## src/hdl/assert_macros.svh

```systemverilog
`ifndef ASSERT_MACROS_SVH
`define ASSERT_MACROS_SVH

// Property that must hold at every clock edge outside reset.
`define ASSERT_ALWAYS(label, clk, rst_n, prop, msg) \
    label: assert property (@(posedge clk) disable iff (!rst_n) (prop)) else $error(msg);

// Consequent must hold in the same cycle as the antecedent.
`define ASSERT_IMPLIES(label, clk, rst_n, ante, cons, msg) \
    label: assert property (@(posedge clk) disable iff (!rst_n) (ante) |-> (cons)) \
        else $error(msg);

// Consequent must hold in the cycle after the antecedent.
`define ASSERT_NEXT(label, clk, rst_n, ante, cons, msg) \
    label: assert property (@(posedge clk) disable iff (!rst_n) (ante) |=> (cons)) \
        else $error(msg);

`endif

```

## src/hdl/wga_pkg.sv

```systemverilog
`timescale 1ns / 1ps

package wga_pkg;

    // Number of features supported by the storage.
    localparam int DIM = 16;
    localparam int IDX_W = $clog2(DIM);

    // Field widths fixed by the item format.
    localparam int VAL_W = 16;
    localparam int ACC_W = 64;
    localparam int CFG_W = 5;
    localparam logic [CFG_W-1:0] FEAT_RESET = 5'd16;

    // Accumulator memory layout: packed Gram triangle, target correlation,
    // feature sums, then the three scalar totals.
    localparam int GRAM_DEPTH = DIM * (DIM + 1) / 2;
    localparam int TC_BASE = GRAM_DEPTH;
    localparam int FS_BASE = GRAM_DEPTH + DIM;
    localparam int SC_BASE = GRAM_DEPTH + 2 * DIM;
    localparam int STORE_DEPTH = SC_BASE + 3;
    localparam int ADDR_W = $clog2(STORE_DEPTH);
    localparam int TRI_W = 2 * IDX_W + 2;

    // Command queue between front and back; depth is a power of two.
    localparam int QUEUE_DEPTH = 2;
    localparam int QPTR_W = $clog2(QUEUE_DEPTH);
    localparam int QCNT_W = $clog2(QUEUE_DEPTH + 1);

    // Operation codes.
    localparam logic [1:0] OP_FEATURE = 2'd0;
    localparam logic [1:0] OP_READ = 2'd1;
    localparam logic [1:0] OP_CLEAR = 2'd2;

    // Read regions.
    localparam logic [1:0] REGION_GRAM = 2'd0;
    localparam logic [1:0] REGION_TCORR = 2'd1;
    localparam logic [1:0] REGION_FSUM = 2'd2;
    localparam logic [1:0] REGION_SCALAR = 2'd3;

    // Scalar selects within the scalar region.
    localparam logic [3:0] SEL_WEIGHT = 4'd0;
    localparam logic [3:0] SEL_TSUM = 4'd1;
    localparam logic [3:0] SEL_TSQUARE = 4'd2;

    typedef enum logic [1:0] {
        K_ELEM,
        K_READ,
        K_CLEAR
    } t_kind;

    // Classified item handed from the front to the back.
    typedef struct packed {
        t_kind                    kind;
        logic                     first;
        logic [IDX_W-1:0]         idx;
        logic [ADDR_W-1:0]        base;
        logic signed [VAL_W-1:0]  x;
        logic signed [VAL_W-1:0]  y;
        logic signed [VAL_W-1:0]  w;
        logic [ADDR_W-1:0]        rd_addr;
        logic                     rd_zero;
    } t_cmd;

    // Start of row v in the packed lower triangle: v*(v+1)/2.
    function automatic logic [ADDR_W-1:0] tri_base(input logic [IDX_W-1:0] v);
        logic [TRI_W-1:0] p;
        p = TRI_W'(v) * (TRI_W'(v) + TRI_W'(1));
        return ADDR_W'(p >> 1);
    endfunction

endpackage

```

## src/hdl/wga_queue.sv

```systemverilog
`timescale 1ns / 1ps
`include "assert_macros.svh"

module wga_queue (
    input  logic          i_clk,
    input  logic          i_rst_n,
    input  logic          i_push,
    input  wga_pkg::t_cmd i_cmd,
    output logic          o_full,
    input  logic          i_pop,
    output logic          o_valid,
    output wga_pkg::t_cmd o_cmd
);
    import wga_pkg::*;

    t_cmd              r_slot [QUEUE_DEPTH];
    logic [QPTR_W-1:0] r_wp;
    logic [QPTR_W-1:0] r_rp;
    logic [QCNT_W-1:0] r_count;

    assign o_full = (r_count == QCNT_W'(QUEUE_DEPTH));
    assign o_valid = (r_count != '0);
    assign o_cmd = r_slot[r_rp];

    // Command storage, written at the tail.
    always_ff @(posedge i_clk) begin
        if (i_push) begin
            r_slot[r_wp] <= i_cmd;
        end
    end

    // Pointers and fill count.
    always_ff @(posedge i_clk) begin
        if (!i_rst_n) begin
            r_wp <= '0;
            r_rp <= '0;
            r_count <= '0;
        end else begin
            if (i_push) begin
                r_wp <= r_wp + 1'b1;
            end
            if (i_pop) begin
                r_rp <= r_rp + 1'b1;
            end
            case ({i_push, i_pop})
                2'b10:   r_count <= r_count + 1'b1;
                2'b01:   r_count <= r_count - 1'b1;
                default: r_count <= r_count;
            endcase
        end
    end

    `ASSERT_IMPLIES(a_no_push_full, i_clk, i_rst_n, i_push, r_count < QCNT_W'(QUEUE_DEPTH), "push into a full command queue")
    `ASSERT_IMPLIES(a_no_pop_empty, i_clk, i_rst_n, i_pop, r_count != '0, "pop from an empty command queue")

endmodule

```

## config.mk

```make
export PLATFORM = sky130hd
export DESIGN_NAME = wga_queue
export DESIGN_NICKNAME = d
export VERILOG_FILES = /design/src/hdl/wga_pkg.sv /design/src/hdl/wga_queue.sv
export VERILOG_INCLUDE_DIRS = /design/src /design/src/hdl
export SDC_FILE = /design/constraint.sdc
export NUM_CORES = 1
export LEC_CHECK = 0
export ABC_AREA = 1
export BUFFER_PORTS_ARGS = -buffer_cell sky130_fd_sc_hd__buf_2
export CAP_MARGIN = 30
export CORE_MARGIN = 1.5
export CORE_UTILIZATION = 52
export CTS_BUF_LIST = sky130_fd_sc_hd__clkbuf_16
export DETAILED_ROUTE_END_ITERATION = 8
export PLACE_DENSITY_LB_ADDON = 0.15
export SYNTH_ARGS = -nofsm -noshare
export SYNTH_HDL_FRONTEND = slang
export SYNTH_SLANG_ARGS = --single-unit
export TNS_END_PERCENT = 5
```

## constraint.sdc

```tcl
create_clock -name i_clk -period 5.4 [get_ports i_clk]
set_input_delay 0.81 -clock i_clk [delete_from_list [all_inputs] [get_ports i_clk]]
set_output_delay 0.81 -clock i_clk [all_outputs]
set_load 0.005 [all_outputs]
```

==> run metrics, run 1 <==
status complete, no violations; Die Height 108 µm; Cells after Synth 259; Routed wire per std cell 16.5 µm; max frequency 0.309 GHz; synthesized flop and latch total 149; CTS Sinks 149; Core ar. 10800 µm²; Total GRT Usage 17.1%; I/O pins 150; clock-pin slew on the worst setup and hold paths 60 ps; Row Count 38; fin crit period 3240 ps; Final Util 66.1%; Total Routed Length 9500 µm; leakage 2.90 nW; Clock Latency Late Sink 420 ps; DP Cell Count 543; via count 2857; DP Wirelength 6050 µm; startpoint class of the critical path register; # port buffers 149; routability congestion estimate 0.686; CP Data Arrival Time 2430 ps; vias in the first global route 2928; final hold viol count 0; most frequent cells in the layout 149 x buf_2, 144 x edfxtp_1, 70 x mux2_4; Die Wd 108 µm; FF-to-FF path depth 2; CTS root buffer clkbuf_16; sequential area share after synthesis 76.6%; Avg Synthesized Cell Area 22.3 µm²; grt ovf 0; 1st-iter DRT viols 97; CTS tree built; antenna violations before repair 1; Vias/cell 4.97; Non-Filler Instances 575; clk buf depth 2; # DRC 0; max_slew headroom 39.2%; Worst Setup End Kind output port; Worst Tran Pin Value 912 ps; worst IR drop on VDD 0.254 mV; WP data required 4590 ps; Hold/Removal Path Class register to register; synthesized cell area 5780 µm²; Initial Util 53.3%; setup bufs post-CTS 0; Layout area overhead 24.1%; # resized after CTS 0; die area 11700 µm²; largest net degree at the start of global routing 49; n_diodes 0; Num CTS Buffers 17; fin crit share 60.0%; worst-path maximum fanout 48; Yosys warnings 0; first-pass GRT wire length 14200 µm; layout cells sized above 1 58.6%; most common cell after layout, fill and taps aside buf_2; post-route setup TNS 0 ps; Routed Antenna Nets 0; minimum hold slack 512 ps; Hold-fix buffers, CTS 0; total of max-cap violations 0; CTS H-Tree Depth 4; setup violators final 0; RSZ-0062 raised after global routing no; DRT Pass-1 Iters 4; Hold Path Cell Cnt 2; power per cell area 383 nW/µm²; Syn Nets 336; kind of critical path register to output port; Synth cell types 13; Clock Skew 8.65 ps; Final Net Count 499; Final Slew Violations 0
final cells by class:
cell class | instances | area [µm²]
multi-input cells | 96 | 1180
repair buffers | 152 | 768
clock inverters | 15 | 164
flip-flops and latches | 149 | 4430
clock buffers | 17 | 425
fillers | 789 | 3670
well taps | 140 | 175
inverters | 6 | 22.5
metal layers:
metal / global-route usage, % / vias up / part of all wire, %
met2: 27.8 / 101 / 50
met4: 8.18 / 2 / 1.8
met1: 19.9 / 1403 / 40
li1: - / 1334 / -
met5: 0 / - / 0.074
met3: 6.81 / 17 / 7.8
cell families after synthesis:
logic type,share of synthesized area [%]
multiplexers,18.6
AO/OA/AOI/OAI,0.173
AND/OR/NAND/NOR,1.41
adder cells (fa/ha/maj),0.217
flip-flops,76.6
buffers and inverters,3.01
where the power goes:
part / switching [mW] / internal (mW) / leakage [nW]
clock network: 0.433 / 0.719 / 0.283
logic: 0.0946 / 0.133 / 1.23
registers: 0.0309 / 1.34 / 1.39
total: 0.559 / 2.19 / 2.90
Yosys cell counts (all sizes together):
library cell | count | area share [%]
a21oi | 1 | 0.087
buf | 8 | 2.6
dfxtp | 5 | 1.7
edfxtp | 144 | 75
ha | 1 | 0.22
inv | 6 | 0.39
mux2 | 72 | 19
nand2 | 9 | 0.58
nand4 | 1 | 0.11
nor2 | 11 | 0.71
o21ai | 1 | 0.087
final timing paths:
path | from | endpoint | slack, ps
setup / recovery | register | o_cmd[56] | 2160
hold reg to reg | r_rp | register | 510
setup reg to reg | r_wp | r_slot[0][31] | 3280
hold / removal | r_rp | register | 510
through the flow:
step / worst slack (ps) / power, mW / instance area [µm²]
floorplan: 1010 / 1.53 / 5780
global placement: 2570 / 1.62 / 6580
detailed placement: 2550 / 1.63 / 6580
CTS: 2110 / 2.77 / 7170
global route: 2050 / 2.84 / 7170
finish: 2160 / 2.75 / 7170
flip-flops by register name (all words and copies together) (netlist names), named ones only:
name and count:
r_count 2, r_rp 1, r_slot 144, r_wp 1
worst max-delay path: stages (launching register included):
cell and delay, ps:
dfxtp_4 940, buf_4 550, mux2_4 350, buf_2 130
(Power assumes the default switching activity.)
==> run 2: changes to the inputs <==
- ABC_AREA: 1 -> 0
- CORE_UTILIZATION: 52 -> 47
- clock period: 5.4 -> 2.95 ns (I/O delays scaled with it)
==> run 2 against run 1 <==
Net effect:
- total power grew 76%
- hold slack got worse by 300 ps
- via count shrank 3.5%
- clock skew is 1.6 ps lower
- critical path type unchanged
- critical endpoint is now o_cmd[66]
- largest power group unchanged
==> run metrics, run 2 <==
layout cells sized above 1 61.0% (was 58.6%); area share of the largest cell type after synthesis 80.2% (was 74.9%); Register-to-Register Setup Slack 1440 ps (was 3280 ps); grt ovf 0 (unchanged); count leader, synth edfxtp_1 (unchanged); DP Wirelength 6010 µm (was 6050 µm); startpoint class of the critical path register (unchanged); max frequency 0.429 GHz; DRT Pass-1 Iters 4 (unchanged); I/O pins 150 (unchanged); CTS tree built (unchanged); leading area contributor after synthesis edfxtp_1 (unchanged); Avg Synthesized Cell Area 21.9 µm² (was 22.3 µm²); Layout fillers 818 (was 789); Worst Setup End Kind output port (unchanged); length of routed wiring on met1 3930 µm (was 3830 µm); synthesized flop and latch total 149 (unchanged); routability congestion estimate 0.730 (was 0.686); leakage 2.59 nW (was 2.90 nW); most frequent cells in the layout 149 x buf_2, 144 x edfxtp_1, 72 x mux2_2 (was 149 x buf_2, 144 x edfxtp_1, 70 x mux2_4); worst-path maximum fanout 39 (was 48); Num CTS Buffers 17 (unchanged); fin crit share 79.0%; Total Routed Length 9340 µm (was 9500 µm); Routed Antenna Nets 0 (unchanged); Row Count 38 (unchanged); most common cell after layout, fill and taps aside buf_2 (unchanged); power per cell area 703 nW/µm² (was 383 nW/µm²); FF-to-FF End r_slot[1][30] (was r_slot[0][31]); ranking of synthesized cells by area edfxtp_1 80%, mux2_2 15%, dfxtp_1 1.9%, buf_2 0.74%, and2_1 0.46% (was edfxtp_1 75%, mux2_4 18%, buf_12 2.4%, dfxtp_1 1.7%, nor2_1 0.71%); Final Slew Violations 0 (unchanged); Routed wire per std cell 16.6 µm (was 16.5 µm); largest net degree at the start of global routing 42 (was 49); Final Net Count 487 (was 499); clock-pin slew on the worst setup and hold paths 60 ps (about the same); Synth cell types 17 (was 13); hold path start i_cmd[4] (was r_rp); kind of critical path register to output port (unchanged); Yosys warnings 0 (unchanged); Total GRT Usage 15.9% (was 17.1%); multi-input logic area 936 µm² (was 1180 µm²); Top FF cell, synth edfxtp_1 (unchanged); worst IR drop on VDD 0.340 mV (was 0.254 mV); most flop-heavy register r_slot (unchanged); RR Startpoint r_wp (unchanged); post-synthesis async set-or-reset flop share 0% (unchanged); die area 12100 µm² (was 11700 µm²); Tot Pwr 4.84 mW (was 2.75 mW); Vias/cell 4.90 (was 4.97); first-pass GRT wire length 13500 µm (was 14200 µm); Hold EP r_slot[1][4]; Post-synth top cells 144 x edfxtp_1, 72 x mux2_2, 8 x buf_2 (was 144 x edfxtp_1, 70 x mux2_4, 11 x nor2_1); total of max-cap violations 0 (unchanged); # port buffers 149 (unchanged); sequential area share after synthesis 82.0% (was 76.6%); RSZ-0062 raised after global routing no (unchanged); Initial Util 48.9% (was 53.3%); Core ar. 11000 µm² (was 10800 µm²); vias in the first global route 2736 (was 2928); CP Data Arrival Time 1890 ps (was 2430 ps); n_diodes 0 (unchanged); status complete, no violations (unchanged); fin crit period 2330 ps; CP max-delay cell dfxtp_4 (unchanged); WP data required 2510 ps (was 4590 ps); Hold Path Cell Cnt 1 (was 2); FF-to-FF path depth 2 (unchanged); via count 2756 (was 2857); slowest stage delay, CP 640 ps (was 940 ps); critical-path cell list buf_12 -> mux2_2 -> buf_2 (was buf_4 -> mux2_4 -> buf_2); Largest register FFs 144 (unchanged); 1st-iter DRT viols 131 (was 97); Post-synth EDFFs 144 (unchanged); clk buf depth 2 (unchanged); top sig layer met5 (unchanged); # resized after CTS 0 (unchanged); Clock Latency Late Sink 410 ps (was 420 ps); Hold-fix buffers, CTS 0 (unchanged); setup bufs post-CTS 0 (unchanged); Syn Nets 323 (was 336); Die Height 110 µm (was 108 µm); setup violators final 0 (unchanged); CTS H-Tree Depth 4 (unchanged); Hold/Removal Path Class input pin to register (was register to register); Worst Tran Pin Value 557 ps (was 912 ps); CTS Sinks 149 (unchanged); post-route setup TNS 0 ps (unchanged); metal3 WL 698 µm (was 742 µm); Cells after Synth 246 (was 259); CTS root buffer clkbuf_16 (unchanged); max_slew headroom 62.9% (was 39.2%); synthesized cell area 5390 µm² (was 5780 µm²); register area 4430 µm² (unchanged); Clock Skew 7.10 ps (was 8.65 ps); antenna violations before repair 1 (unchanged); # DRC 0 (unchanged); Layout area overhead 27.7% (was 24.1%); Die Wd 110 µm (was 108 µm); met2 WL 4580 µm (was 4740 µm); final hold viol count 0 (unchanged); Top Registers r_slot x144, r_count x2 (unchanged)
-- run 2: cell count changes in the layout (fill, tap and decap cells not counted), moves of 2 or more --
cell,before,now
buf_12,0,2
mux2_2,2,72
mux2_4,70,0
clkinvlp_4,3,6
nor2_1,10,0
and2_1,0,3
xnor2_1,0,2
bufinv_16,3,1
inv_1,6,2
nand2_1,9,0
-- run 2: worst max-delay path, delay by kind of cell, from the launching register on --
kind | cells | cell delay [ps]
buf+inv | 2 | 420
flops | 1 | 640
mux | 1 | 380
-- run 2: kinds of logic (layout without fill, tap and decap cells) --
group	Yosys count	in the layout	synth area share [%]
AO/OA/AOI/OAI	3	3	0.371
XOR/XNOR	3	3	0.487
adder cells (fa/ha/maj)	1	1	0.232
buffers and inverters	9	186	0.812
flip-flops	149	149	82.0
multiplexers	72	72	15.0
AND/OR/NAND/NOR	9	9	1.04
-- run 2: per-layer routing --
metal  global-route usage, %  vias up
met5                       0        -
li1                        -     1311
met3                    7.35       14
met2                    24.9       93
met4                    7.23        2
met1                    19.0     1336
-- run 2: worst max-delay path by stage --
stage	to	slack, ps	depth (start not counted)
3_3_place_gp	o_cmd[8]	1010	3
3_5_place_dp	o_cmd[8]	1010	3
6_report	o_cmd[66]	620	3
5_1_grt	o_cmd[7]	500	3
2_1_floorplan	r_slot[0][0]	160	2
4_1_cts	o_cmd[8]	560	3
-- run 2: final cells by class --
| cell class | instances | area share (%) |
|---|---|---|
| sequential | 149 | 64.3 |
| clock buffer | 17 | 6.18 |
| timing repair buffer | 153 | 11.6 |
| clock inverter | 15 | 1.71 |
| tap | 140 | 2.54 |
| inverter | 1 | 0.0545 |
| multi-input combinational | 88 | 13.6 |
-- run 2: power by group --
| part | leakage, nW | switching [mW] | total, mW | internal (mW) |
|---|---|---|---|---|
| clock network | 0.251 | 0.796 | 1.94 | 1.14 |
| logic | 0.941 | 0.185 | 0.413 | 0.228 |
| registers | 1.39 | 0.0439 | 2.49 | 2.45 |
-- run 2: through the flow --
step	utilization [%]	setup slack [ps]	instance area, µm²	std cells	hold WS, ps
floorplan	-	156	5400	246	461
finish	62.4	620	6890	563	213
detailed placement	57.5	1010	6340	531	515
global placement	57.5	1010	6340	531	474
CTS	62.4	556	6890	563	198
global route	62.4	504	6890	563	196
==> run 3: changes to the inputs <==
- clock period: 2.95 -> 2 ns (I/O delays scaled with it)
==> run 3 against run 2 <==
Net effect:
- core utilization is 0.26 points higher
- via count grew 1.3%
- register-to-register slack got worse by 760 ps
- sequential power is 47% higher
- combinational power grew 57%
- design area is 0.42% higher
- wire length fell by 2.8%
- critical endpoint is now o_cmd[60]
- clock power up 41%
- sequential cell count is the same
==> run metrics, run 3 (synthesis results as in run 2) <==
kind of critical path register to output port (unchanged); post-route setup TNS 0 ps (unchanged); CTS H-Tree Depth 4 (unchanged); 1st-iter DRT viols 145 (was 131); Layout area overhead 28.2% (was 27.7%); Row Count 38 (unchanged); Routed Antenna Nets 0 (unchanged); CP Data Arrival Time 1540 ps (was 1890 ps); # DRC 0 (unchanged); CTS tree built (unchanged); Hold/Removal Path Class input pin to register (unchanged); clock-pin slew on the worst setup and hold paths 60 ps (about the same); DRT Pass-1 Iters 4 (unchanged); Layout fillers 819 (was 818); worst-path maximum fanout 40 (was 39); startpoint class of the critical path register (unchanged); Core ar. 11000 µm² (unchanged); worst IR drop on VDD 0.600 mV (was 0.340 mV); max frequency 0.543 GHz; setup violators final 0 (unchanged); # port buffers 149 (unchanged); Largest register FFs 144 (unchanged); most frequent cells in the layout 149 x buf_2, 144 x edfxtp_1, 72 x mux2_2 (unchanged); most common cell after layout, fill and taps aside buf_2 (unchanged); Vias/cell 4.94 (was 4.90); CTS root buffer clkbuf_16 (unchanged); Worst Tran Pin Value 446 ps (was 557 ps); via count 2792 (was 2756); antenna violations before repair 1 (unchanged); # resized after CTS 0 (unchanged); CP Buf/Inv Count 2 (unchanged); vias in the first global route 2755 (was 2736); Num CTS Buffers 17 (unchanged); RSZ-0062 raised after global routing no (unchanged); leakage 2.61 nW (was 2.59 nW); Total Routed Length 9070 µm (was 9340 µm); layout cells sized above 1 61.2% (was 61.0%); max_slew headroom 70.3% (was 62.9%); Top Registers r_slot x144, r_count x2 (unchanged); most flop-heavy register r_slot (unchanged); largest net degree at the start of global routing 41 (was 42); n_diodes 0 (unchanged); CP max-delay cell mux2_2 (was dfxtp_4); slowest stage delay, CP 380 ps (was 640 ps); fin crit period 1840 ps; grt ovf 0 (unchanged); Worst Setup End Kind output port (unchanged); Total GRT Usage 15.5% (was 15.9%); Final Net Count 489 (was 487); first-pass GRT wire length 13200 µm (was 13500 µm); Die Height 110 µm (unchanged); Clock Skew 7.43 ps (was 7.10 ps); fin crit share 92.0%; Clock Latency Late Sink 410 ps (about the same); WP data required 1700 ps (was 2510 ps); power per cell area 1020 nW/µm² (was 703 nW/µm²); Final Util 62.7% (was 62.4%); Tot Pwr 7.04 mW (was 4.84 mW); clk buf depth 2 (unchanged); Die Wd 110 µm (unchanged); final hold viol count 0 (unchanged); CP top delay family multiplexers (was flip-flops); Final Slew Violations 0 (unchanged); die area 12100 µm² (unchanged); DP Wirelength 5840 µm (was 6010 µm); I/O pins 150 (unchanged); setup bufs post-CTS 0 (unchanged); total of max-cap violations 0 (unchanged); Routed wire per std cell 16.1 µm (was 16.6 µm); Hold-fix buffers, CTS 0 (unchanged); routability congestion estimate 0.705 (was 0.730); status complete, no violations (unchanged); CTS Sinks 149 (unchanged); critical-path cell list buf_12 -> mux2_2 -> buf_2 (unchanged); Initial Util 48.9% (unchanged)
run 3: final cells by class:
type	instances	area (µm²)	area share [%]
Clock buffer	17	425	6.15
Clock inverter	15	93.8	1.36
Tap cell	140	175	2.53
Inverter	1	3.75	0.0543
Multi-Input combinational cell	88	936	13.5
Timing Repair Buffer	155	853	12.3
Sequential cell	149	4430	64.0
run 3: final timing paths:
| kind | start | to | slack [ps] | depth (start not counted) |
|---|---|---|---|---|
| hold / removal | i_cmd[2] | r_slot[0][2] | 70 | 1 |
| setup / recovery | register | o_cmd[60] | 160 | 3 |
| setup reg to reg | r_wp | r_slot[1][60] | 680 | 2 |
| hold reg to reg | r_count[1] | r_count[1] | 500 | 2 |
run 3: stage by stage:
| stage | hold slack [ps] | instance area [µm²] | cells | worst slack, ps |
|---|---|---|---|---|
| after global placement | 475 | 6400 | 533 | 586 |
| after global routing | 49.0 | 6920 | 565 | 87.0 |
| after floorplan | 399 | 5400 | 246 | -510 |
| after CTS | 49.3 | 6920 | 565 | 130 |
| final | 72.2 | 6920 | 565 | 159 |
| after detailed placement | 490 | 6400 | 533 | 580 |
run 3: routing by layer:
metal	vias up	part of all wire [%]	wire, µm	global-route usage, %
li1	1311	-	-	-
met1	1365	40	3650	17.2
met2	99	50	4520	24.9
met3	15	8.5	771	7.64
met4	2	1.3	120	7.60
met5	-	0.12	11	0
run 3: power breakdown:
group / internal [mW] / leakage (nW) / switching (mW) / total, mW
registers: 3.61 / 1.39 / 0.0409 / 3.65
clock network: 1.56 / 0.249 / 1.18 / 2.74
logic: 0.353 / 0.963 / 0.297 / 0.650
total: 5.52 / 2.61 / 1.52 / 7.04
