`src/hdl/assert_macros.svh`:
```
`ifndef ASSERT_MACROS_SVH
`define ASSERT_MACROS_SVH

// Property that must hold at every clock edge outside reset.
`define ASSERT_ALWAYS(label, clk, rst_n, prop, msg) \
    label: assert property (@(posedge clk) disable iff (!rst_n) (prop)) else $error(msg);

// Consequent must hold in the same cycle as the antecedent.
`define ASSERT_IMPLIES(label, clk, rst_n, ante, cons, msg) \
    label: assert property (@(posedge clk) disable iff (!rst_n) (ante) |-> (cons)) \
        else $error(msg);

// Consequent must hold in the cycle after the antecedent.
`define ASSERT_NEXT(label, clk, rst_n, ante, cons, msg) \
    label: assert property (@(posedge clk) disable iff (!rst_n) (ante) |=> (cons)) \
        else $error(msg);

`endif

```
`src/hdl/wga_pkg.sv`:
```
`timescale 1ns / 1ps

package wga_pkg;

    // Number of features supported by the storage.
    localparam int DIM = 16;
    localparam int IDX_W = $clog2(DIM);

    // Field widths fixed by the item format.
    localparam int VAL_W = 16;
    localparam int ACC_W = 64;
    localparam int CFG_W = 5;
    localparam logic [CFG_W-1:0] FEAT_RESET = 5'd16;

    // Accumulator memory layout: packed Gram triangle, target correlation,
    // feature sums, then the three scalar totals.
    localparam int GRAM_DEPTH = DIM * (DIM + 1) / 2;
    localparam int TC_BASE = GRAM_DEPTH;
    localparam int FS_BASE = GRAM_DEPTH + DIM;
    localparam int SC_BASE = GRAM_DEPTH + 2 * DIM;
    localparam int STORE_DEPTH = SC_BASE + 3;
    localparam int ADDR_W = $clog2(STORE_DEPTH);
    localparam int TRI_W = 2 * IDX_W + 2;

    // Command queue between front and back; depth is a power of two.
    localparam int QUEUE_DEPTH = 2;
    localparam int QPTR_W = $clog2(QUEUE_DEPTH);
    localparam int QCNT_W = $clog2(QUEUE_DEPTH + 1);

    // Operation codes.
    localparam logic [1:0] OP_FEATURE = 2'd0;
    localparam logic [1:0] OP_READ = 2'd1;
    localparam logic [1:0] OP_CLEAR = 2'd2;

    // Read regions.
    localparam logic [1:0] REGION_GRAM = 2'd0;
    localparam logic [1:0] REGION_TCORR = 2'd1;
    localparam logic [1:0] REGION_FSUM = 2'd2;
    localparam logic [1:0] REGION_SCALAR = 2'd3;

    // Scalar selects within the scalar region.
    localparam logic [3:0] SEL_WEIGHT = 4'd0;
    localparam logic [3:0] SEL_TSUM = 4'd1;
    localparam logic [3:0] SEL_TSQUARE = 4'd2;

    typedef enum logic [1:0] {
        K_ELEM,
        K_READ,
        K_CLEAR
    } t_kind;

    // Classified item handed from the front to the back.
    typedef struct packed {
        t_kind                    kind;
        logic                     first;
        logic [IDX_W-1:0]         idx;
        logic [ADDR_W-1:0]        base;
        logic signed [VAL_W-1:0]  x;
        logic signed [VAL_W-1:0]  y;
        logic signed [VAL_W-1:0]  w;
        logic [ADDR_W-1:0]        rd_addr;
        logic                     rd_zero;
    } t_cmd;

    // Start of row v in the packed lower triangle: v*(v+1)/2.
    function automatic logic [ADDR_W-1:0] tri_base(input logic [IDX_W-1:0] v);
        logic [TRI_W-1:0] p;
        p = TRI_W'(v) * (TRI_W'(v) + TRI_W'(1));
        return ADDR_W'(p >> 1);
    endfunction

endpackage

```
`src/hdl/wga_ifs.sv`:
```
`timescale 1ns / 1ps

// Input item channel.
interface wga_in_if;
    logic                             valid;
    logic                             ready;
    logic [1:0]                       operation;
    logic signed [wga_pkg::VAL_W-1:0] feature_value;
    logic signed [wga_pkg::VAL_W-1:0] target_value;
    logic signed [wga_pkg::VAL_W-1:0] sample_weight;
    logic [1:0]                       read_region;
    logic [3:0]                       read_row;
    logic [3:0]                       read_col;

    modport source (
        output valid, operation, feature_value, target_value, sample_weight,
        output read_region, read_row, read_col,
        input  ready
    );
    modport sink (
        input  valid, operation, feature_value, target_value, sample_weight,
        input  read_region, read_row, read_col,
        output ready
    );
endinterface


// Configuration write channel for the feature count register.
interface wga_cfg_if;
    logic                       valid;
    logic                       ready;
    logic [wga_pkg::CFG_W-1:0]  features_in_use;

    modport source (output valid, features_in_use, input ready);
    modport sink (input valid, features_in_use, output ready);
endinterface

```
`src/hdl/wga_front.sv`:
```
`timescale 1ns / 1ps

module wga_front (
    input  logic          i_clk,
    input  logic          i_rst_n,
    wga_in_if.sink        i_in,
    wga_cfg_if.sink       i_cfg,
    input  logic          i_full,
    output logic          o_push,
    output wga_pkg::t_cmd o_cmd
);
    import wga_pkg::*;

    logic [CFG_W-1:0] r_feat_cnt;
    logic [IDX_W-1:0] r_pos;
    logic [IDX_W-1:0] n_pos;
    logic [7:0]       cnt8;
    logic [7:0]       cfg8;
    logic [7:0]       pos8;
    logic [7:0]       idx8;
    logic [7:0]       nxt8;
    logic [7:0]       row8;
    logic [7:0]       col8;
    logic [7:0]       rr8;
    logic [7:0]       cc8;
    logic             accept;

    // The configuration register is always ready.
    assign i_cfg.ready = 1'b1;
    assign i_in.ready = !i_full;
    assign accept = i_in.valid && !i_full;

    // Classify the item and work out its element index or read address.
    always_comb begin
        cfg8 = 8'(r_feat_cnt);
        if (cfg8 == 8'd0) begin
            cnt8 = 8'd1;
        end else if (cfg8 > 8'(DIM)) begin
            cnt8 = 8'(DIM);
        end else begin
            cnt8 = cfg8;
        end

        // A position at or past the count in use starts a new sample.
        pos8 = 8'(r_pos);
        idx8 = (pos8 >= cnt8) ? 8'd0 : pos8;
        nxt8 = idx8 + 8'd1;
        if (nxt8 >= cnt8) begin
            nxt8 = 8'd0;
        end

        // Gram reads above the diagonal are mirrored.
        row8 = 8'(i_in.read_row);
        col8 = 8'(i_in.read_col);
        if (col8 > row8) begin
            rr8 = col8;
            cc8 = row8;
        end else begin
            rr8 = row8;
            cc8 = col8;
        end

        o_cmd.first = (idx8 == 8'd0);
        o_cmd.idx = IDX_W'(idx8);
        o_cmd.base = tri_base(IDX_W'(idx8));
        o_cmd.x = i_in.feature_value;
        o_cmd.y = i_in.target_value;
        o_cmd.w = i_in.sample_weight;
        o_cmd.rd_addr = '0;
        o_cmd.rd_zero = 1'b0;

        case (i_in.read_region)
            REGION_GRAM: begin
                o_cmd.rd_addr = tri_base(IDX_W'(rr8)) + ADDR_W'(cc8);
                o_cmd.rd_zero = (rr8 >= 8'(DIM));
            end
            REGION_TCORR: begin
                o_cmd.rd_addr = ADDR_W'(TC_BASE) + ADDR_W'(row8);
                o_cmd.rd_zero = (row8 >= 8'(DIM));
            end
            REGION_FSUM: begin
                o_cmd.rd_addr = ADDR_W'(FS_BASE) + ADDR_W'(row8);
                o_cmd.rd_zero = (row8 >= 8'(DIM));
            end
            default: begin
                o_cmd.rd_addr = ADDR_W'(SC_BASE) + ADDR_W'(row8);
                o_cmd.rd_zero = (i_in.read_row > SEL_TSQUARE);
            end
        endcase

        case (i_in.operation)
            OP_FEATURE: begin
                o_cmd.kind = K_ELEM;
                o_push = accept;
                n_pos = IDX_W'(nxt8);
            end
            OP_READ: begin
                o_cmd.kind = K_READ;
                o_push = accept;
                n_pos = r_pos;
            end
            OP_CLEAR: begin
                o_cmd.kind = K_CLEAR;
                o_push = accept;
                n_pos = '0;
            end
            default: begin
                // Unused operation code: accepted and dropped.
                o_cmd.kind = K_CLEAR;
                o_push = 1'b0;
                n_pos = r_pos;
            end
        endcase
    end

    // Feature count register and position within the current sample.
    always_ff @(posedge i_clk) begin
        if (!i_rst_n) begin
            r_feat_cnt <= FEAT_RESET;
            r_pos <= '0;
        end else begin
            if (i_cfg.valid) begin
                r_feat_cnt <= i_cfg.features_in_use;
            end
            if (accept) begin
                r_pos <= n_pos;
            end
        end
    end

endmodule

```
`src/flat_wrapper.sv`:
```
// flat-port wrapper written by rule: the top's interface ports become plain ports
module wga_front_flat import wga_pkg::*;
  (i_clk, i_rst_n, i_full, o_push, o_cmd, i_in_valid, i_in_operation, i_in_feature_value, i_in_target_value, i_in_sample_weight, i_in_read_region, i_in_read_row, i_in_read_col, i_in_ready, i_cfg_valid, i_cfg_features_in_use, i_cfg_ready);
  wga_in_if i_in_i ();
  wga_cfg_if i_cfg_i ();
  input  logic i_clk;
  input  logic i_rst_n;
  input  logic i_full;
  output logic o_push;
  output wga_pkg::t_cmd o_cmd;
  input wire logic [$bits(i_in_i.valid)-1:0] i_in_valid;
  input wire logic [$bits(i_in_i.operation)-1:0] i_in_operation;
  input wire logic [$bits(i_in_i.feature_value)-1:0] i_in_feature_value;
  input wire logic [$bits(i_in_i.target_value)-1:0] i_in_target_value;
  input wire logic [$bits(i_in_i.sample_weight)-1:0] i_in_sample_weight;
  input wire logic [$bits(i_in_i.read_region)-1:0] i_in_read_region;
  input wire logic [$bits(i_in_i.read_row)-1:0] i_in_read_row;
  input wire logic [$bits(i_in_i.read_col)-1:0] i_in_read_col;
  output wire logic [$bits(i_in_i.ready)-1:0] i_in_ready;
  input wire logic [$bits(i_cfg_i.valid)-1:0] i_cfg_valid;
  input wire logic [$bits(i_cfg_i.features_in_use)-1:0] i_cfg_features_in_use;
  output wire logic [$bits(i_cfg_i.ready)-1:0] i_cfg_ready;
  assign i_in_i.valid = i_in_valid;
  assign i_in_i.operation = i_in_operation;
  assign i_in_i.feature_value = i_in_feature_value;
  assign i_in_i.target_value = i_in_target_value;
  assign i_in_i.sample_weight = i_in_sample_weight;
  assign i_in_i.read_region = i_in_read_region;
  assign i_in_i.read_row = i_in_read_row;
  assign i_in_i.read_col = i_in_read_col;
  assign i_in_ready = i_in_i.ready;
  assign i_cfg_i.valid = i_cfg_valid;
  assign i_cfg_i.features_in_use = i_cfg_features_in_use;
  assign i_cfg_ready = i_cfg_i.ready;
  wga_front u_core (.i_clk(i_clk), .i_rst_n(i_rst_n), .i_in(i_in_i), .i_cfg(i_cfg_i), .i_full(i_full), .o_push(o_push), .o_cmd(o_cmd));
endmodule
```
`config.mk`:
```
export PLATFORM = sky130hd
export DESIGN_NAME = wga_front_flat
export DESIGN_NICKNAME = d
export VERILOG_FILES = /design/src/hdl/assert_macros.svh /design/src/hdl/wga_pkg.sv /design/src/hdl/wga_ifs.sv /design/src/hdl/wga_front.sv /design/src/flat_wrapper.sv
export SDC_FILE = /design/constraint.sdc
export NUM_CORES = 1
export LEC_CHECK = 0
export ABC_AREA = 1
export BUFFER_PORTS_ARGS = -buffer_cell sky130_fd_sc_hd__buf_2
export CAP_MARGIN = 25
export CORE_MARGIN = 2
export CORE_UTILIZATION = 47
export CTS_CLUSTER_SIZE = 25
export DETAILED_ROUTE_END_ITERATION = 8
export GPL_TIMING_DRIVEN = 0
export PLACE_DENSITY = 0.83
export SLEW_MARGIN = 20
export SYNTH_ARGS = -nofsm -noshare
export SYNTH_HDL_FRONTEND = slang
export SYNTH_SLANG_ARGS = --single-unit
```
`constraint.sdc`:
```
create_clock -name i_clk -period 5.7 [get_ports i_clk]
set_input_delay 0 -clock i_clk [delete_from_list [all_inputs] [get_ports i_clk]]
set_output_delay 0 -clock i_clk [all_outputs]
set_load 0.02 [all_outputs]
```
==> reports/summary.txt, run 1 <==
crit share post-route = 94.65%
startpoint types = register
CTS HTree Levels = 1
Num CTS Buffers = 3
routed wire length per instance = 10.36 um
Detail Route Antenna Nets = 0
PwrDens = 174.8 nW/um2
worst hold path depth = 3
final core utilization = 62.07%
Yosys cell types = 38
Worst EP required = 5700 ps
total track usage = 17.55%
die area = 6535 um2
critical path type = register to output port
Detailed Route WL = 5975 um
non-filler instance count after layout = 577
Max clock buf depth = 2
Via Count = 2786
Yosys reg bits = 9
syn_nets = 538
YS warnings = 0
ant diodes = 0
Cell Rows = 27
Ports = 145
Leak = 2.087 nW
max-slew violation count = 0
Setup Skew = 4.071 ps
Setup-failing EPs final = 0
port buffer count = 95
maximum vdd drop = 161.6 uV
antenna violations before repair = 0
final-report hold violation count = 1
clock latency on the worst-skew pair = 230 ps
fill count = 501
footprint of the multi-input gates = 2009 um2
final setup TNS = 0 ps
fin crit period = 5395 ps
first-pass GRT wire length = 9480 um
largest net degree at the start of global routing = 11
worst min path class = primary input to register
Syn Std Cell Area = 2775 um2
Die Wd = 80.84 um
worst r2r path cells = 26
first-iteration detailed-routing DRC count = 86
post-DP HPWL = 5265 um
CTS Sinks = 9
Max Cap Viol = 0
fmax = 185.4 MHz
TritonRoute pass-1 iters = 4
Initial Utilization = 49.49%
crit end category = output port
Root Driver = clkbuf_8
run status = finished, violations left
failing checks = hold timing
fraction of layout instances using a drive strength above 1 = 36.04%
WP data arrival = 5390 ps
CTS tree = built
synthesis-to-layout area growth = 25.43%
Mapped Cells = 401
Seq/Total Area, Yosys = 6.492%
storage element area = 180.2 um2
syn_area_per_cell = 6.921 um2
hold_ws = -1.064 ps
Worst-path clk slew = 40 ps
Nets = 643
grt ovf = 0
DRC Markers = 0
Crit Path Max Fanout = 6
number of vias per cell = 4.828
vias in the first global route = 2437
die height = 80.84 um
Core ar. = 5608 um2
gpl congestion = 0.8909
Placed Cells = 568
[stage by stage]
stage / cell area [um2] / hold WS [ps] / worst slack [ps] / power (mW)
6_report: 3481 / -1.064 / 305.2 / 0.6086
5_1_grt: 3481 / 17.68 / -3.471 / 0.6791
4_1_cts: 3445 / 0.2986 / 3.141 / 0.6118
3_5_place_dp: 3341 / 217.6 / 80.82 / 0.5318
3_3_place_gp: 3341 / 217.8 / 279.6 / 0.5168
2_1_floorplan: 2775 / 79.79 / 530.7 / 0.4305
[area by class of cell]
class,count,area share (%)
clock buffer,4,1.294
tap,72,2.588
inverter,67,7.297
timing repair buffer,100,15.10
sequential,9,5.176
multi-input combinational,274,57.73
buffer,51,10.82
[flip-flops by register name (all words and copies together) (netlist names)]
name	cells
u_core.r_feat_cnt	5
u_core.r_pos	4
[repair_timing]
action,in CTS,in global routing
setup buffers,1,0
pin swaps,1,1
resized for setup,4,9
hold buffers,4,0
setup endpoints to repair,1,3
hold endpoints to repair,4,0
[worst paths after layout]
kind / from / end / slack [ps]
max: u_core.r_feat_cnt[0] / o_cmd[64] / 310
min: i_cfg_features_in_use[3] / u_core.r_feat_cnt[3] / -1
max reg2reg: u_core.r_feat_cnt[0] / u_core.r_pos[0] / 1780
min reg2reg: u_core.r_pos[3] / u_core.r_pos[3] / 510
[critical path, stage by stage (launching register included)]
cell,delay [ps]
dfxtp_1,320
or4_4,540
nand2_2,80
nand2_1,80
ha_1,300
inv_1,70
nor2_2,40
nand3_1,70
nor2_1,50
a221oi_2,240
nand2_4,100
nor2_4,200
inv_1,140
ha_2,400
nand2_1,100
fa_1,530
fa_1,550
inv_1,40
ha_1,340
a21o_1,200
a21oi_2,160
o21ai_0,120
a21oi_1,180
xnor2_1,150
buf_4,170
[cells in the mapped netlist, drive strengths merged]
library cell  instances  area, um2
a21boi                1      7.510
a21o                  2      15.01
a21oi                17      85.08
a221oi                1      15.01
a31oi                 1      6.260
a32oi                 1      8.760
and2                  1      6.260
buf                  50      372.9
clkbuf                1      3.750
conb                  1      3.750
dfxtp                 9      180.2
fa                   13      260.3
ha                   54      675.7
inv                  67      251.5
nand2                78      325.3
nand3                25      142.6
nand3b                1      7.510
nand4                 1      6.260
nor2                 41      180.2
nor3                  5      25.02
o211ai                1      7.510
o21ai                20      107.6
o22ai                 2      12.51
or2                   1      8.760
or4                   1      7.510
xnor2                 2      17.52
xor2                  4      35.03
[power breakdown]
part	leakage, nW	internal (mW)	switching, mW
sequential	0.0739	0.0660	0.00265
combinational	1.99	0.187	0.280
clock	0.0228	0.0486	0.0238
total	2.09	0.302	0.307
[routing by layer]
metal  up-vias  wire (um)  track usage, %
met5         -          0               0
met4         0        126           4.576
met3        11        468           1.444
met2       116       2876           33.31
met1      1221       2503           21.07
li1       1438          -               -
[placed cells by master (no fill, tap or decap), drive strengths merged, types with 2 or more instances in the layout]
master,netlist,layout
a21o,2,2
a21oi,17,17
buf,50,146
clkbuf,1,5
dfxtp,9,9
dlygate4sd3,0,4
fa,13,13
ha,54,54
inv,67,67
nand2,78,78
nand3,25,25
nor2,41,41
nor3,5,5
o21ai,20,20
o22ai,2,2
xnor2,2,2
xor2,4,4
[cells by family after synthesis]
group | synth area share [%]
AOI/OAI and AO/OA | 9.558
and+or+nand+nor | 25.56
xor gates and xnor gates | 1.894
DFF | 6.492
adders and majority gates | 33.72
other | 0.1351
buffers and inverters | 22.63
Note: power is estimated with default switching activity, not from simulation.
==> run 2: changes to the inputs <==
--- a/config.mk
+++ b/config.mk
@@ -6,13 +6,14 @@
 export NUM_CORES = 1
 export LEC_CHECK = 0
 export ABC_AREA = 1
-export BUFFER_PORTS_ARGS = -buffer_cell sky130_fd_sc_hd__buf_2
+export BUFFER_PORTS_ARGS = -buffer_cell sky130_fd_sc_hd__clkbuf_2
 export CAP_MARGIN = 25
 export CORE_MARGIN = 2
 export CORE_UTILIZATION = 47
-export CTS_CLUSTER_SIZE = 25
+export CTS_CLUSTER_SIZE = 14
 export DETAILED_ROUTE_END_ITERATION = 8
 export GPL_TIMING_DRIVEN = 0
+export MAX_ROUTING_LAYER = met4
 export PLACE_DENSITY = 0.83
 export SLEW_MARGIN = 20
 export SYNTH_ARGS = -nofsm -noshare
==> reports/summary.txt, run 2 (same netlist as run 1, synthesis figures left out) <==
max-slew violation count = 0 (unchanged)
ant diodes = 0 (unchanged)
routed wire length per instance = 10.57 um (+2.0%)
Crit Path Max Fanout = 5 (-1)
Root Driver = clkbuf_8
number of vias per cell = 4.817 (-0.24%)
final core utilization = 62.03% (about the same)
WP data arrival = 5430 ps (+40 ps)
first-iteration detailed-routing DRC count = 60 (-30%)
maximum vdd drop = 136.3 uV (-16%)
die area = 6535 um2 (unchanged)
Initial Utilization = 49.49% (unchanged)
CTS HTree Levels = 1 (unchanged)
final-report hold violation count = 0 (-1)
grt ovf = 0 (unchanged)
post-DP HPWL = 5370 um (+2.0%)
Worst-path clk slew = 50 ps (about the same)
Die Wd = 80.84 um (unchanged)
Via Count = 2784 (-0.072%)
crit share post-route = 95.31% (+0.66 points)
worst hold path depth = 3 (unchanged)
startpoint types = register
CTS Sinks = 9 (unchanged)
most common cell after layout, fill and taps aside = clkbuf_2
Setup Skew = 5.731 ps (+1.660 ps)
Core ar. = 5608 um2 (unchanged)
Largest regs = u_core.r_feat_cnt x5, u_core.r_pos x4
worst r2r path cells = 24 (-7.7%)
PnR worst setup slack = 267.4 ps (-37.82 ps)
Num CTS Buffers = 3 (unchanged)
Crit path largest cell delay = 540 ps (about the same)
Max clock buf depth = 2 (unchanged)
Tot Pwr = 0.6160 mW (+1.2%)
TritonRoute pass-1 iters = 4 (unchanged)
vias in the first global route = 2586 (+6.1%)
PwrDens = 177.1 nW/um2 (+1.3%)
critical path type = register to output port
worst min path class = primary input to register
port buffer count = 95 (unchanged)
final setup TNS = 0 ps (unchanged)
CP bufs+invs = 7 (+3)
CTS tree = built
synthesis-to-layout area growth = 25.34% (about the same)
max FFs per register = 5 (unchanged)
Setup-failing EPs final = 0 (unchanged)
Most flops, register = u_core.r_feat_cnt
Max stage delay cell, worst path = or4_4
Leak = 2.104 nW (+0.85%)
Crit path top cell by count = inv_1
RSZ-0062 raised after global routing = false
clock latency on the worst-skew pair = 230 ps (about the same)
total track usage = 19.16% (+1.6 points)
gpl congestion = 0.9008 (+1.1%)
Nets = 644 (+0.16%)
run status = finished clean
CP delay by family, top = adder cells
Critical Path Stages = 28 (+17%)
crit end category = output port
Worst EP required = 5700 ps (about the same)
antenna violations before repair = 0 (unchanged)
Cell Rows = 27 (unchanged)
fmax = 184.1 MHz (-0.70%)
first-pass GRT wire length = 10130 um (+6.8%)
Detail Route Antenna Nets = 0 (unchanged)
fraction of layout instances using a drive strength above 1 = 35.97% (-0.071 points)
die height = 80.84 um (unchanged)
Max Cap Viol = 0 (unchanged)
fin crit period = 5433 ps (+37.82 ps)
largest net degree at the start of global routing = 11 (unchanged)
Detailed Route WL = 6108 um (+2.2%)
Ports = 145 (unchanged)
pre-CTS WS = 72.40 ps (-8.417 ps)
DRC Markers = 0 (unchanged)
most frequent cells in the layout = clkbuf_2, nand2_1, inv_1
## run 2: cell count changes in the layout (fill, tap and decap cells not counted), moves of 2 or more
cell,before,now
buf_2,95,1
buf_4,51,54
clkbuf_2,0,94
dlygate4sd3_1,4,2
## run 2: worst reg2reg max path: stages, from the launching register on
cell and delay (ps):
dfxtp_1 320, or4_4 540, nand2_2 80, nand2_1 110, ha_4 240, inv_1 60
nor2_2 40, nand3_1 60, nor2_1 50, a221oi_2 240, nand2_4 100, inv_2 70
nand2_2 90, inv_4 100, ha_4 150, inv_1 40, ha_1 320, inv_2 70
ha_1 260, a21boi_0 120, o21ai_0 150, nand2_1 70, a21oi_1 240, nand3_1 130
a21oi_1 150
## run 2: path summary, 6_finish.rpt
path,end,from,slack (ps)
worst max-delay path,o_cmd[64],u_core.r_feat_cnt[0],270
worst min-delay path,u_core.r_feat_cnt[1],i_cfg_features_in_use[1],20
worst max register to register,u_core.r_pos[1],u_core.r_feat_cnt[0],1810
worst min register to register,u_core.r_pos[1],u_core.r_pos[1],530
## run 2: report_power, final
group / switching, mW / internal (mW) / leakage (nW)
Sequential: 0.00280 / 0.0659 / 0.0739
Combinational: 0.287 / 0.189 / 2.01
Clock: 0.0234 / 0.0486 / 0.0228
Total: 0.313 / 0.303 / 2.10
## run 2: per-layer routing
metal / vias to the layer above / routed length, um / track usage, %
li1: 1446 / - / -
met1: 1217 / 2548 / 22.30
met2: 111 / 3096 / 35.70
met3: 10 / 397 / 1.222
met4: 0 / 65 / 4.746
met5: - / 0 / -
## run 2: cell type report
type                            instances  area (um2)
Multi-Input combinational cell        274        2004
Tap cell                               72       90.09
Inverter                               67       254.0
Buffer                                 51       376.6
Timing Repair Buffer                  101       528.0
Clock buffer                            4       45.04
Sequential cell                         9       180.2
Fill cell                             500        2130
## run 2: per-stage QoR
step	hold slack [ps]	instance area, um2	instances
2_1_floorplan	79.79	2775	401
3_3_place_gp	221.5	3341	568
3_5_place_dp	219.1	3341	568
4_1_cts	19.76	3427	575
5_1_grt	36.13	3478	578
6_report	18.96	3478	578
## run 2: repair_timing
action                                  CTS  global route
pin swaps                                 2             3
gates cloned                              0             0
buffers inserted                          1             3
resized for setup                         5             7
hold buffers                              2             0
endpoints found under the hold margin     2             0
endpoints found under the setup margin    1             2
==> run 3: changes to the inputs <==
--- a/config.mk
+++ b/config.mk
@@ -5,7 +5,6 @@
 export SDC_FILE = /design/constraint.sdc
 export NUM_CORES = 1
 export LEC_CHECK = 0
-export ABC_AREA = 1
 export BUFFER_PORTS_ARGS = -buffer_cell sky130_fd_sc_hd__clkbuf_2
 export CAP_MARGIN = 25
 export CORE_MARGIN = 2
==> reports/summary.txt, run 3 <==
run status = finished clean
Most flops, register = u_core.r_feat_cnt
Rel. slew slack = 67.16%
CTS tree = built
CTS HTree Levels = 1 (unchanged)
WP data arrival = 5470 ps (+40 ps)
simple-gate share of the synthesized area = 16.97% (-8.6 points)
top cell type's share of synthesized area = 24.84% (+0.49 points)
total track usage = 18.51% (-0.65 points)
ranking of synthesized cells by area = ha_1, buf_4, fa_1
Tightest Pin Transition = 487.4 ps
Die Wd = 80.08 um (-0.95%)
largest net degree at the start of global routing = 11 (unchanged)
Detailed Route WL = 6179 um (+1.2%)
Synth area leader = ha_1
first-iteration detailed-routing DRC count = 66 (+10%)
Leak = 1.974 nW (-6.2%)
Commonest cells post-synth = ha_1, buf_4, inv_1
final-report hold violation count = 0 (unchanged)
Via Count = 2580 (-7.3%)
synthesis-to-layout area growth = 25.07%
post-synthesis adder-cell area fraction = 34.41% (+0.68 points)
Crit Path Max Fanout = 10 (+5)
maximum vdd drop = 165.5 uV (+21%)
fraction of registers with async set/reset = 0% (unchanged)
Yosys cell types = 45 (+18%)
worst min path class = primary input to register
post-DP HPWL = 5339 um (-0.57%)
Syn Std Cell Area = 2720 um2 (-2.0%)
Nets = 581 (-9.8%)
YS warnings = 0 (unchanged)
Mapped Cells = 341 (-15%)
PwrDens = 187.1 nW/um2 (+5.6%)
first-pass GRT wire length = 9735 um (-3.9%)
Num CTS Buffers = 3 (unchanged)
Detail Route Antenna Nets = 0 (unchanged)
Yosys reg bits = 9 (unchanged)
die height = 80.08 um (-0.95%)
Initial Utilization = 49.10% (-0.39 points)
ant diodes = 0 (unchanged)
main flop type after synthesis = dfxtp_1
Setup-failing EPs final = 0 (unchanged)
compound-cell area share of the yosys netlist = 15.23% (+5.7 points)
Max Cap Viol = 0 (unchanged)
CTS Sinks = 9 (unchanged)
max FFs per register = 5 (unchanged)
gpl congestion = 0.8705 (-3.4%)
xor and xnor area share after synthesis = 4.508% (+2.6 points)
Crit. Startpoint = i_in_read_row[1]
fraction of layout instances using a drive strength above 1 = 40.41% (+4.4 points)
antenna violations before repair = 0 (unchanged)
largest family of logic cells by synthesized area = adder cells
routed wire length per instance = 12.00 um (+14%)
most frequent cells in the layout = clkbuf_2, ha_1, buf_4
TritonRoute pass-1 iters = 4 (unchanged)
worst hold start = i_cfg_features_in_use[0]
clock latency on the worst-skew pair = 230 ps (about the same)
fmax = 182.7 MHz (-0.75%)
max-slew violation count = 0 (unchanged)
fin crit period = 5474 ps (+41.07 ps)
port buffer count = 94 (-1.1%)
critical path type = primary input to output port
RR Startpoint = u_core.r_feat_cnt[1]
most common cell after layout, fill and taps aside = clkbuf_2
multiplexer share of the synthesized area = 3.128% (+3.1 points)
Core ar. = 5540 um2 (-1.2%)
vias in the first global route = 2438 (-5.7%)
Placed Cells = 507 (-11%)
EDFF count, synth = 0 (unchanged)
number of vias per cell = 5.010 (+4.0%)
Root Driver = clkbuf_8
crit share post-route = 96.03% (+0.72 points)
syn_area_per_cell = 7.977 um2 (+15%)
crit end category = output port
startpoint types = primary input
Max clock buf depth = 2 (unchanged)
Setup Skew = 3.208 ps (-2.523 ps)
syn_nets = 478 (-11%)
Largest regs = u_core.r_feat_cnt x5, u_core.r_pos x4
DRC Markers = 0 (unchanged)
die area = 6412 um2 (-1.9%)
Seq/Total Area, Yosys = 6.624% (+0.13 points)
non-filler instance count after layout = 515 (-11%)
top-count cell post-synth = ha_1
Cell Rows = 27 (unchanged)
Tot Pwr = 0.6364 mW (+3.3%)
Worst EP required = 5700 ps (about the same)
grt ovf = 0 (unchanged)
Worst-path clk slew = 50 ps (about the same)
Ports = 145 (unchanged)
[run 3: area by class of cell]
class / instances / area [um2]
repair buffers: 98 / 503.0
flip-flops and latches: 9 / 180.2
clock buffers: 3 / 41.29
plain buffers: 53 / 387.9
fillers: 493 / 2138
inverters: 35 / 131.4
well taps: 72 / 90.09
clock inverters: 1 / 5.005
multi-input cells: 244 / 2063
[run 3: cell families (layout without fill, tap and decap cells)]
| group | Yosys count | count (layout) |
|---|---|---|
| mux | 8 | 8 |
| xor+xnor | 14 | 14 |
| simple gates | 91 | 91 |
| flops | 9 | 9 |
| buf+inv | 88 | 190 |
| other cells | 1 | 1 |
| compound gates | 63 | 63 |
| fa+ha+maj | 67 | 67 |
[run 3: stage by stage]
stage	cell area (um2)	util, %	TNS (ps)	setup WS [ps]	hold WS (ps)
6_report	3402	61.40	0	226.3	26.44
5_1_grt	3402	61.40	-14.11	-14.11	47.04
4_1_cts	3337	60.23	0	2.456	25.41
3_5_place_dp	3281	59.21	0	36.28	224.4
3_3_place_gp	3281	59.21	0	214.1	221.8
2_1_floorplan	2720	-	0	703.8	78.11
[run 3: timing repair]
item / in CTS / in global routing
resized for setup: 1 / 15
hold endpoints to repair: 1 / 0
endpoints found under the setup margin: 1 / 7
setup buffers: 0 / 3
hold buffers: 1 / 0
pin swaps: 0 / 2
[run 3: final timing paths]
check | to | slack (ps) | depth (start not counted)
worst max-delay path | o_cmd[6] | 230 | 24
worst min-delay path | u_core.r_feat_cnt[0] | 30 | 3
worst max register to register | u_core.r_pos[3] | 1940 | 20
worst min register to register | u_core.r_feat_cnt[0] | 540 | 2
[run 3: per-layer routing]
metal | wire length [um] | vias to the layer above | share of wire [%] | GRT usage, %
met1 | 2375 | 1165 | 38 | 20.23
met5 | 0 | - | 0 | -
met4 | 74 | 0 | 1.2 | 3.729
met3 | 391 | 10 | 6.3 | 1.461
met2 | 3338 | 102 | 54 | 36.33
li1 | - | 1303 | - | -
[run 3: critical path, stage by stage]
cell and delay (ps):
clkbuf_2 100, inv_1 70, ha_1 280, nor2b_1 130, o211ai_1 220, a21oi_1 140, clkbuf_4 210, a21oi_2 280
inv_1 130, ha_1 250, inv_1 60, ha_1 240, or2_2 310, fa_1 480, inv_1 60, fa_1 530
fa_1 490, xor2_1 160, ha_1 320, nor2b_1 210, o21ai_0 120, xor2_1 190, o221ai_1 250, clkbuf_2 220
[run 3: where the power goes]
part	internal [mW]	total (mW)	switching [mW]
Sequential	0.0656	0.0687	0.00313
Clock	0.0477	0.0733	0.0257
Combinational	0.216	0.494	0.278
